[src/rtl/rlts_pkg.sv]
// Shared constants, payload structs and control structs of the register list sequencer.
package rlts_pkg;

	localparam int NUM_REGS   = 16;
	localparam int ADDR_WIDTH = 32;
	localparam int MASK_W     = 16;
	localparam int IDX_W      = $clog2(MASK_W);
	localparam int OUT_ADDR_W = 32;
	localparam int REGIX_W    = 4;
	localparam int AREG_W     = 3;
	localparam int S_TDATA_W  = 56;
	localparam int M_TDATA_W  = 80;

	localparam logic [ADDR_WIDTH-1:0] WORD_STEP = ADDR_WIDTH'(2);
	localparam logic [ADDR_WIDTH-1:0] LONG_STEP = ADDR_WIDTH'(4);

	// Mask bits at or above the register count take no part in a request.
	localparam int LIVE_BITS = (NUM_REGS < MASK_W) ? NUM_REGS : MASK_W;
	localparam logic [MASK_W-1:0] LIVE_MASK = MASK_W'((65'd1 << LIVE_BITS) - 65'd1);

	typedef struct packed {
		logic [AREG_W-1:0]     addr_reg;
		logic                  update_mode;
		logic                  long_size;
		logic [OUT_ADDR_W-1:0] base_addr;
		logic [MASK_W-1:0]     reg_mask;
		logic                  req_type;
	} req_t;

	typedef struct packed {
		logic [OUT_ADDR_W-1:0] final_addr;
		logic [AREG_W-1:0]     writeback_reg;
		logic                  writeback_en;
		logic                  last_access;
		logic                  long_access;
		logic                  is_write;
		logic [REGIX_W-1:0]    reg_index;
		logic [OUT_ADDR_W-1:0] access_addr;
		logic                  access_valid;
	} rslt_t;

	typedef struct packed {
		logic load;
		logic step;
	} cmd_t;

	typedef struct packed {
		logic out_free;
		logic last;
	} sts_t;

endpackage

[src/rtl/rlts_ctrl.sv]
// Controller state machine that sequences one request through the datapath.
module rlts_ctrl
	import rlts_pkg::*;
(
	input  logic clk,
	input  logic arst_n,
	input  logic req_valid,
	output logic req_ready,
	input  sts_t sts,
	output cmd_t cmd
);

	typedef enum logic {
		ST_IDLE,
		ST_RUN
	} state_t;

	state_t state_q;

	assign req_ready = (state_q == ST_IDLE);
	assign cmd.load  = req_ready && req_valid;
	assign cmd.step  = (state_q == ST_RUN) && sts.out_free;

	always_ff @(posedge clk or negedge arst_n) begin
		if (!arst_n) begin
			state_q <= ST_IDLE;
		end else begin
			unique case (state_q)
				ST_IDLE: begin
					if (req_valid) begin
						state_q <= ST_RUN;
					end
				end
				ST_RUN: begin
					if (sts.out_free && sts.last) begin
						state_q <= ST_IDLE;
					end
				end
				default: begin
					state_q <= ST_IDLE;
				end
			endcase
		end
	end

endmodule

[src/rtl/rlts_dpath.sv]
// Datapath: request registers, mask scan, address stepping and the result register.
module rlts_dpath
	import rlts_pkg::*;
(
	input  logic  clk,
	input  logic  arst_n,
	input  req_t  req,
	input  cmd_t  cmd,
	output sts_t  sts,
	output rslt_t rslt,
	output logic  rslt_valid,
	input  logic  rslt_ready
);

	logic [MASK_W-1:0]     mask_q;
	logic [ADDR_WIDTH-1:0] addr_q;
	logic                  load_q;
	logic                  long_q;
	logic                  upd_q;
	logic [AREG_W-1:0]     areg_q;
	rslt_t                 rslt_q;
	logic                  rslt_valid_q;

	logic [IDX_W-1:0]      bit_idx;
	logic [MASK_W-1:0]     mask_rest;
	logic                  predec;
	logic [ADDR_WIDTH-1:0] step_val;
	logic [ADDR_WIDTH-1:0] addr_dec;
	logic [ADDR_WIDTH-1:0] addr_inc;
	logic [ADDR_WIDTH-1:0] addr_next;
	logic [7:0]            rev_idx;
	rslt_t                 rslt_d;

	// Lowest set bit of the remaining mask.
	always_comb begin
		bit_idx = '0;
		for (int k = MASK_W - 1; k >= 0; k--) begin
			if (mask_q[k]) begin
				bit_idx = IDX_W'(k);
			end
		end
	end

	assign mask_rest = mask_q & (mask_q - MASK_W'(1));
	assign predec    = !load_q && upd_q;
	assign step_val  = long_q ? LONG_STEP : WORD_STEP;
	assign addr_dec  = addr_q - step_val;
	assign addr_inc  = addr_q + step_val;
	assign addr_next = predec ? addr_dec : addr_inc;
	assign rev_idx   = 8'(NUM_REGS - 1) - 8'(bit_idx);

	assign sts.out_free = !rslt_valid_q || rslt_ready;
	assign sts.last     = (mask_rest == '0);

	always_comb begin
		rslt_d = '0;
		if (mask_q == '0) begin
			// Empty mask: a single result without a bus access.
			rslt_d.last_access   = 1'b1;
			rslt_d.writeback_en  = upd_q;
			rslt_d.writeback_reg = areg_q;
			rslt_d.final_addr    = OUT_ADDR_W'(addr_q);
		end else begin
			rslt_d.access_valid = 1'b1;
			rslt_d.access_addr  = OUT_ADDR_W'(predec ? addr_dec : addr_q);
			rslt_d.reg_index    = predec ? rev_idx[REGIX_W-1:0] : REGIX_W'(bit_idx);
			rslt_d.is_write     = !load_q;
			rslt_d.long_access  = long_q;
			if (mask_rest == '0) begin
				rslt_d.last_access   = 1'b1;
				rslt_d.writeback_en  = upd_q;
				rslt_d.writeback_reg = areg_q;
				rslt_d.final_addr    = OUT_ADDR_W'(addr_next);
			end
		end
	end

	always_ff @(posedge clk) begin
		if (cmd.load) begin
			mask_q <= req.reg_mask & LIVE_MASK;
			addr_q <= ADDR_WIDTH'(req.base_addr);
			load_q <= req.req_type;
			long_q <= req.long_size;
			upd_q  <= req.update_mode;
			areg_q <= req.addr_reg;
		end else if (cmd.step && (mask_q != '0)) begin
			mask_q <= mask_rest;
			addr_q <= addr_next;
		end
		if (cmd.step) begin
			rslt_q <= rslt_d;
		end
	end

	always_ff @(posedge clk or negedge arst_n) begin
		if (!arst_n) begin
			rslt_valid_q <= 1'b0;
		end else if (cmd.step) begin
			rslt_valid_q <= 1'b1;
		end else if (rslt_ready) begin
			rslt_valid_q <= 1'b0;
		end
	end

	assign rslt       = rslt_q;
	assign rslt_valid = rslt_valid_q;

endmodule

[src/rtl/register_list_transfer_sequencer_unit.sv]
// Top level of the register list transfer sequencer.
// A request is loaded into the request registers on acceptance; its first result then goes to the result
// register once the output register is free. A request with n mask bits set gives max(n, 1) results,
// one result per cycle while the sink accepts them, and a new request is taken only after its last result.
// Reset: arst_n clears the controller state and the result valid flag asynchronously;
// no clearing pass is needed as the block keeps no state between requests.
module register_list_transfer_sequencer_unit
	import rlts_pkg::*;
(
	input  logic                 clk,
	input  logic                 arst_n,
	input  logic                 s_tvalid,
	output logic                 s_tready,
	// s_tdata from bit 0: reg_mask[15:0], base_addr[31:0], long_size, update_mode,
	// addr_reg[2:0], then three zero bits.
	input  logic [S_TDATA_W-1:0] s_tdata,
	// s_tuser: req_type (0 store, 1 load).
	input  logic                 s_tuser,
	output logic                 m_tvalid,
	input  logic                 m_tready,
	// m_tdata from bit 0: access_addr[31:0], reg_index[3:0], is_write, long_access,
	// writeback_en, writeback_reg[2:0], final_addr[31:0], then six zero bits.
	output logic [M_TDATA_W-1:0] m_tdata,
	// m_tuser: access_valid (0 marks the result of an empty mask).
	output logic                 m_tuser,
	// m_tlast: last_access, the final transfer of a request.
	output logic                 m_tlast
);

	req_t  req;
	cmd_t  cmd;
	sts_t  sts;
	rslt_t rslt;

	// Unpack the incoming request; the three top bits of s_tdata are padding.
	assign req.req_type    = s_tuser;
	assign req.reg_mask    = s_tdata[15:0];
	assign req.base_addr   = s_tdata[47:16];
	assign req.long_size   = s_tdata[48];
	assign req.update_mode = s_tdata[49];
	assign req.addr_reg    = s_tdata[52:50];

	// The controller only decides when to load a request and when to step it.
	rlts_ctrl u_ctrl (
		.clk       (clk),
		.arst_n    (arst_n),
		.req_valid (s_tvalid),
		.req_ready (s_tready),
		.sts       (sts),
		.cmd       (cmd)
	);

	// The datapath walks the mask one set bit per step and holds the output register,
	// so a new request can be taken while the final transfer still waits at the sink.
	rlts_dpath u_dpath (
		.clk        (clk),
		.arst_n     (arst_n),
		.req        (req),
		.cmd        (cmd),
		.sts        (sts),
		.rslt       (rslt),
		.rslt_valid (m_tvalid),
		.rslt_ready (m_tready)
	);

	assign m_tuser = rslt.access_valid;
	assign m_tlast = rslt.last_access;
	assign m_tdata = {6'b0, rslt.final_addr, rslt.writeback_reg, rslt.writeback_en,
		rslt.long_access, rslt.is_write, rslt.reg_index, rslt.access_addr};

`ifndef SYNTHESIS
	// Once a request is taken, the next one waits until its final result is produced.
	a_one_request: assert property (@(posedge clk) disable iff (!arst_n)
		s_tvalid && s_tready |=> !s_tready)
		else $error("request accepted while another is still in progress");

	// The empty-mask result is always the only, and therefore last, transfer.
	a_empty_is_last: assert property (@(posedge clk) disable iff (!arst_n)
		m_tvalid && !m_tuser |-> m_tlast)
		else $error("empty-mask result not marked last");

	// Write-back information appears on the last transfer only.
	a_wb_only_last: assert property (@(posedge clk) disable iff (!arst_n)
		m_tvalid && !m_tlast |-> (m_tdata[73:38] == '0))
		else $error("write-back fields set on a transfer that is not last");
`endif

endmodule
[config.mk]
export PLATFORM = sky130hd
export DESIGN_NAME = register_list_transfer_sequencer_unit
export DESIGN_NICKNAME = d
export VERILOG_FILES = /design/src/rtl/rlts_pkg.sv /design/src/rtl/rlts_ctrl.sv /design/src/rtl/rlts_dpath.sv /design/src/rtl/register_list_transfer_sequencer_unit.sv
export SDC_FILE = /design/constraint.sdc
export NUM_CORES = 1
export LEC_CHECK = 0
export BUFFER_PORTS_ARGS = -buffer_cell sky130_fd_sc_hd__clkbuf_2
export CAP_MARGIN = 20
export CORE_ASPECT_RATIO = 0.7
export CORE_MARGIN = 4
export CORE_UTILIZATION = 56
export CTS_CLUSTER_DIAMETER = 100
export DETAILED_ROUTE_END_ITERATION = 10
export PLACE_DENSITY = 0.78
export SYNTH_ARGS = -nofsm -noshare
export SYNTH_HDL_FRONTEND = slang
export SYNTH_HIERARCHICAL = 1
export SYNTH_SLANG_ARGS = --single-unit
[constraint.sdc]
create_clock -name clk -period 3.95 [get_ports clk]
set_clock_uncertainty 0.05 [all_clocks]
set_input_delay 0 -clock clk [delete_from_list [all_inputs] [get_ports clk]]
set_output_delay 0 -clock clk [all_outputs]
set_load 0.1 [all_outputs]
==> flow_metrics.py, run 1 <==
metrics = {
    "global_routing": {
        "grt_use_total_pct": 25.9,
        "antenna_found_initial": 0,
        "grt_max_degree": 78,
        "grt_first_pass_wirelength_um": 31600,
        "grt_pass1_vias": 6089,
        "grt-ovfl-total": 0,
    },
    "worst_setup_path": {
        "cp_slowest_cell": "or4b_2",
        "path_buf_inv": 2,
        "start_kind": "register",
        "end_kind": "register",
        "cp.arrival_ns": 3.69,
        "worstPathMaxFanout": 8,
        "slowest_delay_ns": 0.80,
        "cpLargestDelayFamily": "simple AND/OR/NAND/NOR gates",
        "worstPathCellList": "inv_1 -> ha_1 -> inv_1 -> fa_1 -> or4b_2 -> nor3_1 -> and4b_1 -> o21bai_1 -> xnor2_1 -> o21ai_1",
        "critPathKind": "reg2reg",
        "cpMostUsedCell": "inv_1",
        "required_ns": 4.06,
    },
    "timing": {
        "tightest_slew_ns": 1.04,
        "slew_headroom_pct": 30.6,
        "setup_ws_ns": 0.366,
        "finalSetupTns_ns": 0,
        "max_freq_mhz": 279,
        "rsz0062_at_grt": "false",
        "fin_crit_ns": 3.58,
        "hold_ws_ns": 0.270,
        "maxSlewViolCount": 0,
        "period_share_pct": 90.7,
        "finalHoldViolCount": 0,
        "setup_viol": 0,
    },
    "floorplanning": {
        "die_w_um": 147,
        "initial_utilization_pct": 57.2,
        "die_h_um": 105,
        "die_area_um2": 15400,
        "fp-row-count": 35,
        "core_area_um2": 13200,
        "ios": 145,
    },
    "cells_and_area": {
        "drive_gt1_share_pct": 23.1,
        "fin_cells": 1077,
        "postLayoutCellArea_um2": 9410,
        "finalCoreUtilization_pct": 71.4,
        "num_antenna_cells": 0,
        "fillers": 903,
        "area_delta_synth_final_pct": 24.9,
        "final_nets": 946,
    },
    "clock_network": {
        "cts_tree": "built",
        "clock_latency_ns": 0.42,
        "numClockSinks": 132,
        "cts_buffer_depth": 2,
        "htreeDepth": 4,
        "clock-root-buffer": "clkbuf_16",
        "cts_buffers": 17,
        "path_clk_slew_ns": 0.06,
    },
    "placed_design": {
        "dpl.hpwl_um": 12800,
        "dp.cells": 986,
        "place_congestion": 0.902,
        "dp_slack_ns": 0.416,
        "port_buffers": 135,
        "placed_area_um2": 8200,
    },
    "synthesis": {
        "synth_edf_count": 130,
        "synth_top_area_share_pct": 51.8,
        "syn_inst": 721,
        "ys_warn_count": 6,
        "synth_area_um2": 7530,
        "ys_ff_latch": 132,
        "async_flop_share_pct": 1.52,
        "yosysMostFrequentCell": "edfxtp_1",
        "synth_ff_type": "edfxtp_1",
        "yosys-top-cells-count": "edfxtp_1 (130), nand2_1 (87), nor2_1 (62)",
        "yosys.area.top_type": "edfxtp_1",
        "avgSynthCellArea_um2": 10.4,
        "synthDistinctLibCells": 75,
        "yosysSeqAreaShare_pct": 52.5,
        "ys_top_cells_by_area": "edfxtp_1 (52%), nand2_1 (4.3%), xnor2_1 (4.0%), o21ai_0 (3.1%), nor2_1 (3.1%)",
    },
    "pwr": {
        "power.total_mw": 4.79,
        "switchingPower_mw": 1.72,
        "powerDensity_nw_per_um2": 509,
        "ir_worst_vdd_mv": 0.263,
        "p_leak_nw": 3.63,
        "power_frac_comb_pct": 24.1,
        "p_clk_share_pct": 34.9,
        "p_seq_share_pct": 41.0,
        "sw_frac_of_total_pct": 35.9,
        "p_int_mw": 3.07,
    },
    "run": {
        "max-cap-violations": 0,
    },
    "hold_path": {
        "min_path_type": "in2reg",
    },
    "drt": {
        "drtAntennaViolNets": 0,
        "post-route-drc-count": 0,
        "avgViaCountPerCell": 5.87,
        "wl_per_cell_um": 18.5,
        "drtIter0Drc": 624,
        "drtPass1Iterations": 5,
        "drt_wl_total_um": 19900,
        "vias": 6322,
    },
    "run_status": {
        "outcome": "completed",
    },
}
-- sequential cells by signal, indices dropped and copies added, names as in the netlist --
signal and flops:
u_dpath/addr_q 32, u_dpath/upd_q 1, u_dpath/long_q 1, u_ctrl/state_q 1
u_dpath/load_q 1, u_dpath/rslt_valid 1, u_dpath/rslt 76, u_dpath/areg_q 3
u_dpath/mask_q 16
-- cell type report --
type	instances	area [um2]	area share, %
tap	185	231	2.46
clock inverter	15	188	1.99
sequential	132	3950	42.0
multi-input combinational	503	3160	33.6
timing repair buffer	204	1350	14.4
inverter	21	91.3	0.971
clock buffer	17	425	4.52
-- timing repair --
item | in CTS | in global routing
buffers inserted | 0 | 0
gates resized for setup | 0 | 0
hold buffers | 59 | 0
endpoints found under the hold margin | 58 | 0
-- final timing paths --
check / from / endpoint / slack, ns / depth (start not counted)
setup reg to reg: u_dpath/long_q$_DFFE_PP_ / u_dpath/rslt[75]$_DFFE_PP_ / 0.37 / 10
min in group asynchronous: arst_n / u_dpath/rslt_valid$_DFFE_PN0P_ / 0.39 / 3
setup / recovery: u_dpath/long_q$_DFFE_PP_ / u_dpath/rslt[75]$_DFFE_PP_ / 0.37 / 10
max in group asynchronous: arst_n / u_ctrl/state_q$_DFF_PN0_ / 3.33 / 3
hold / removal: s_tdata[49] / u_dpath/upd_q$_DFFE_PP_ / 0.27 / 2
hold reg to reg: u_dpath/areg_q[1]$_DFFE_PP_ / u_dpath/rslt[42]$_DFFE_PP_ / 0.48 / 1
-- power by group through the flow --
stage / clock network (mW) / registers, mW / logic (mW)
4_1_cts: 1.68 / 1.95 / 1.15
6_report: 1.67 / 1.96 / 1.15
3_3_place_gp: 0 / 1.97 / 1.08
5_1_grt: 1.76 / 1.98 / 1.22
3_5_place_dp: 0 / 1.98 / 1.10
2_1_floorplan: 0 / 2.41 / 0.464
-- layer usage --
metal / GRT usage (%) / vias up / routed length, um
li1: - / 2929 / -
met1: 38.1 / 3022 / 8810
met2: 39.3 / 350 / 9070
met3: 5.07 / 21 / 1830
met4: 7.11 / 0 / 204
met5: 0 / - / 0
-- layout by cell type, fill, tap and decap left out, types with 4 or more instances in the layout --
| cell type | netlist | final |
|---|---|---|
| clkbuf_2 | 0 | 135 |
| edfxtp_1 | 130 | 130 |
| nand2_1 | 87 | 87 |
| nor2_1 | 62 | 61 |
| dlygate4sd3_1 | 0 | 59 |
| o21ai_0 | 47 | 47 |
| xnor2_1 | 34 | 34 |
| xor2_1 | 23 | 23 |
| nand3_1 | 22 | 22 |
| nor3_1 | 21 | 21 |
| inv_1 | 20 | 20 |
| clkbuf_16 | 0 | 17 |
| o21ai_1 | 17 | 17 |
| a21oi_1 | 15 | 15 |
| and3_1 | 12 | 12 |
| and2_1 | 9 | 9 |
| buf_4 | 7 | 9 |
| or4_1 | 8 | 8 |
| nand4_1 | 8 | 8 |
| a221o_1 | 8 | 8 |
| nand2b_1 | 7 | 7 |
| o31ai_1 | 7 | 7 |
| conb_1 | 1 | 6 |
| nor4_1 | 6 | 6 |
| or3_1 | 6 | 6 |
| and4_1 | 6 | 6 |
| a22o_1 | 6 | 6 |
| o31ai_2 | 6 | 6 |
| mux2_2 | 5 | 5 |
| bufinv_16 | 0 | 4 |
| clkinv_1 | 0 | 4 |
| nor2b_1 | 4 | 4 |
| ha_1 | 4 | 4 |
-- cells by family (layout without fill, tap and decap cells) --
group,count (synthesis),after routing,synth area share (%)
muxes,7,7,1.01
AOI/OAI and AO/OA,145,145,13.0
DFF,132,132,52.5
and+or+nand+nor,281,281,19.6
buffers and inverters,91,257,5.90
adders and majority gates,7,7,1.33
xor gates and xnor gates,57,57,6.63
other,1,6,0.0498
Power figures use the tool's default switching activity.
==> inputs of run 2 (changes only) <==
PLACE_DENSITY = 0.81   (was 0.78)
==> flow_metrics.py, run 2 (synthesized netlist as in run 1, its figures left out) <==
metrics = {
    "cells_and_area": {
        "multi_input_area_um2": 3160,
        "fillers": 907,
        "largest_register_ffs": 76,
        "area_delta_synth_final_pct": 24.6,
        "layout_common_cells": "clkbuf_2 (135), edfxtp_1 (130), nand2_1 (87)",
        "drive_gt1_share_pct": 23.2,
        "final_common_cell": "clkbuf_2",
        "final_nets": 946,
        "ff_latch_area_um2": 3950,
        "num_antenna_cells": 0,
    },
    "worst_setup_path": {
        "slowest_delay_ns": 1.01,
        "required_ns": 4.19,
        "cp.arrival_ns": 3.98,
        "ff2ff_path_depth": 6,
        "rrSetupSlack_ns": 0.21,
        "start_kind": "register",
        "reg2reg_from": "u_dpath/mask_q[1]$_DFFE_PN_",
        "worstPathMaxFanout": 32,
        "cp_slowest_cell": "a2111oi_0",
        "r2r_end": "u_ctrl/state_q$_DFF_PN0_",
        "end_kind": "register",
        "cp.depth": 6,
        "crit_start": "u_dpath/mask_q[1]$_DFFE_PN_",
        "cpLargestDelayFamily": "compound AO/OA/AOI/OAI gates",
        "critical_path.endpoint": "u_ctrl/state_q$_DFF_PN0_",
        "critPathKind": "reg2reg",
        "path_buf_inv": 2,
        "worstPathCellList": "a2111oi_0 -> o2bb2ai_1 -> or4_1 -> clkinv_8 -> a31oi_1 -> dlygate4sd3_1",
    },
    "drt": {
        "wl_per_cell_um": 18.7,
        "drtAntennaViolNets": 0,
        "drtIter0Drc": 787,
        "vias": 6305,
        "post-route-drc-count": 0,
        "avgViaCountPerCell": 5.85,
        "drtPass1Iterations": 5,
        "drt_wl_total_um": 20100,
    },
    "floorplanning": {
        "die_h_um": 105,
        "die_area_um2": 15400,
        "die_w_um": 147,
        "core_area_um2": 13200,
        "initial_utilization_pct": 57.2,
        "ios": 145,
        "fp-row-count": 35,
    },
    "clock_network": {
        "cts_tree": "built",
        "ctsResizeCount": 0,
        "clock_latency_ns": 0.42,
        "htreeDepth": 4,
        "numClockSinks": 132,
        "clock-root-buffer": "clkbuf_16",
        "cts_buffers": 17,
        "cts_buffer_depth": 2,
        "path_clk_slew_ns": 0.06,
    },
    "timing": {
        "maxSlewViolCount": 0,
        "setup_ws_ns": 0.212,
        "setup_viol": 0,
        "max_freq_mhz": 268,
        "rsz0062_at_grt": "false",
        "finalSetupTns_ns": 0,
        "period_share_pct": 94.6,
        "slew_headroom_pct": 26.5,
        "fin_crit_ns": 3.74,
        "tightest_slew_ns": 1.08,
        "finalHoldViolCount": 0,
    },
    "global_routing": {
        "grt_max_degree": 98,
        "grt_pass1_vias": 5962,
        "met2_usage_pct": 41.0,
        "top_usage_layer": "met2",
        "grt_use_total_pct": 26.0,
        "antenna_found_initial": 0,
        "grt_first_pass_wirelength_um": 31800,
        "grt_use_met3_pct": 5.50,
        "grt_use_met1_pct": 36.7,
        "grt-ovfl-total": 0,
    },
    "hold_path": {
        "min_path_type": "in2reg",
    },
    "run": {
        "max-cap-violations": 0,
    },
    "placed_design": {
        "place_congestion": 0.891,
        "dp_slack_ns": 0.441,
        "dpl.hpwl_um": 12700,
        "port_buffers": 135,
    },
    "pwr": {
        "ir_worst_vdd_mv": 0.315,
        "powerDensity_nw_per_um2": 501,
        "p_leak_nw": 3.62,
    },
    "run_status": {
        "outcome": "completed",
    },
}
## run 2: final cells by class
class / count / area share, %
Sequential cell: 132 / 42.1
Multi-Input combinational cell: 503 / 33.7
Timing Repair Buffer: 204 / 14.4
Clock buffer: 24 / 5.24
Tap cell: 185 / 2.47
Clock inverter: 8 / 1.07
Inverter: 21 / 0.973
## run 2: how the worst min path moves through the flow
stage / from / to / slack (ns) / cells past startpoint
floorplan: arst_n / u_ctrl/state_q$_DFF_PN0_ / -0.35 / 0
global placement: arst_n / u_dpath/rslt_valid$_DFFE_PN0P_ / -0.26 / 1
detailed placement: arst_n / u_ctrl/state_q$_DFF_PN0_ / -0.26 / 1
CTS: s_tuser / u_dpath/load_q$_DFFE_PP_ / 0.25 / 2
global route: s_tdata[52] / u_dpath/areg_q[2]$_DFFE_PP_ / 0.28 / 2
finish: s_tuser / u_dpath/load_q$_DFFE_PP_ / 0.27 / 2
## run 2: where the power goes
part	leakage, nW	internal (mW)	switching, mW
clock	0.278	0.994	0.586
combinational	2.00	0.271	0.889
sequential	1.34	1.75	0.213
## run 2: through the flow
| step | instance area [um2] | utilization (%) | std cells | power, mW | hold slack [ns] |
|---|---|---|---|---|---|
| 2_1_floorplan | 7550 | - | 726 | 2.87 | -0.346 |
| 6_report | 9390 | 71.2 | 1077 | 4.70 | 0.265 |
| 3_3_place_gp | 8180 | 62.1 | 985 | 3.05 | -0.265 |
| 4_1_cts | 9390 | 71.2 | 1077 | 4.70 | 0.249 |
| 5_1_grt | 9390 | 71.2 | 1077 | 4.86 | 0.276 |
| 3_5_place_dp | 8200 | 62.2 | 986 | 3.08 | -0.258 |
## run 2: per-layer routing
| metal | vias up | part of all wire, % |
|---|---|---|
| met4 | 0 | 1.2 |
| li1 | 2928 | - |
| met2 | 387 | 46 |
| met1 | 2961 | 43 |
| met3 | 29 | 10 |
| met5 | - | 0 |
## run 2: what timing repair did
item / in CTS / in global routing
endpoints found under the setup margin: 0 / 0
setup buffers: 0 / 0
hold endpoints to repair: 58 / 0
hold buffers: 59 / 0
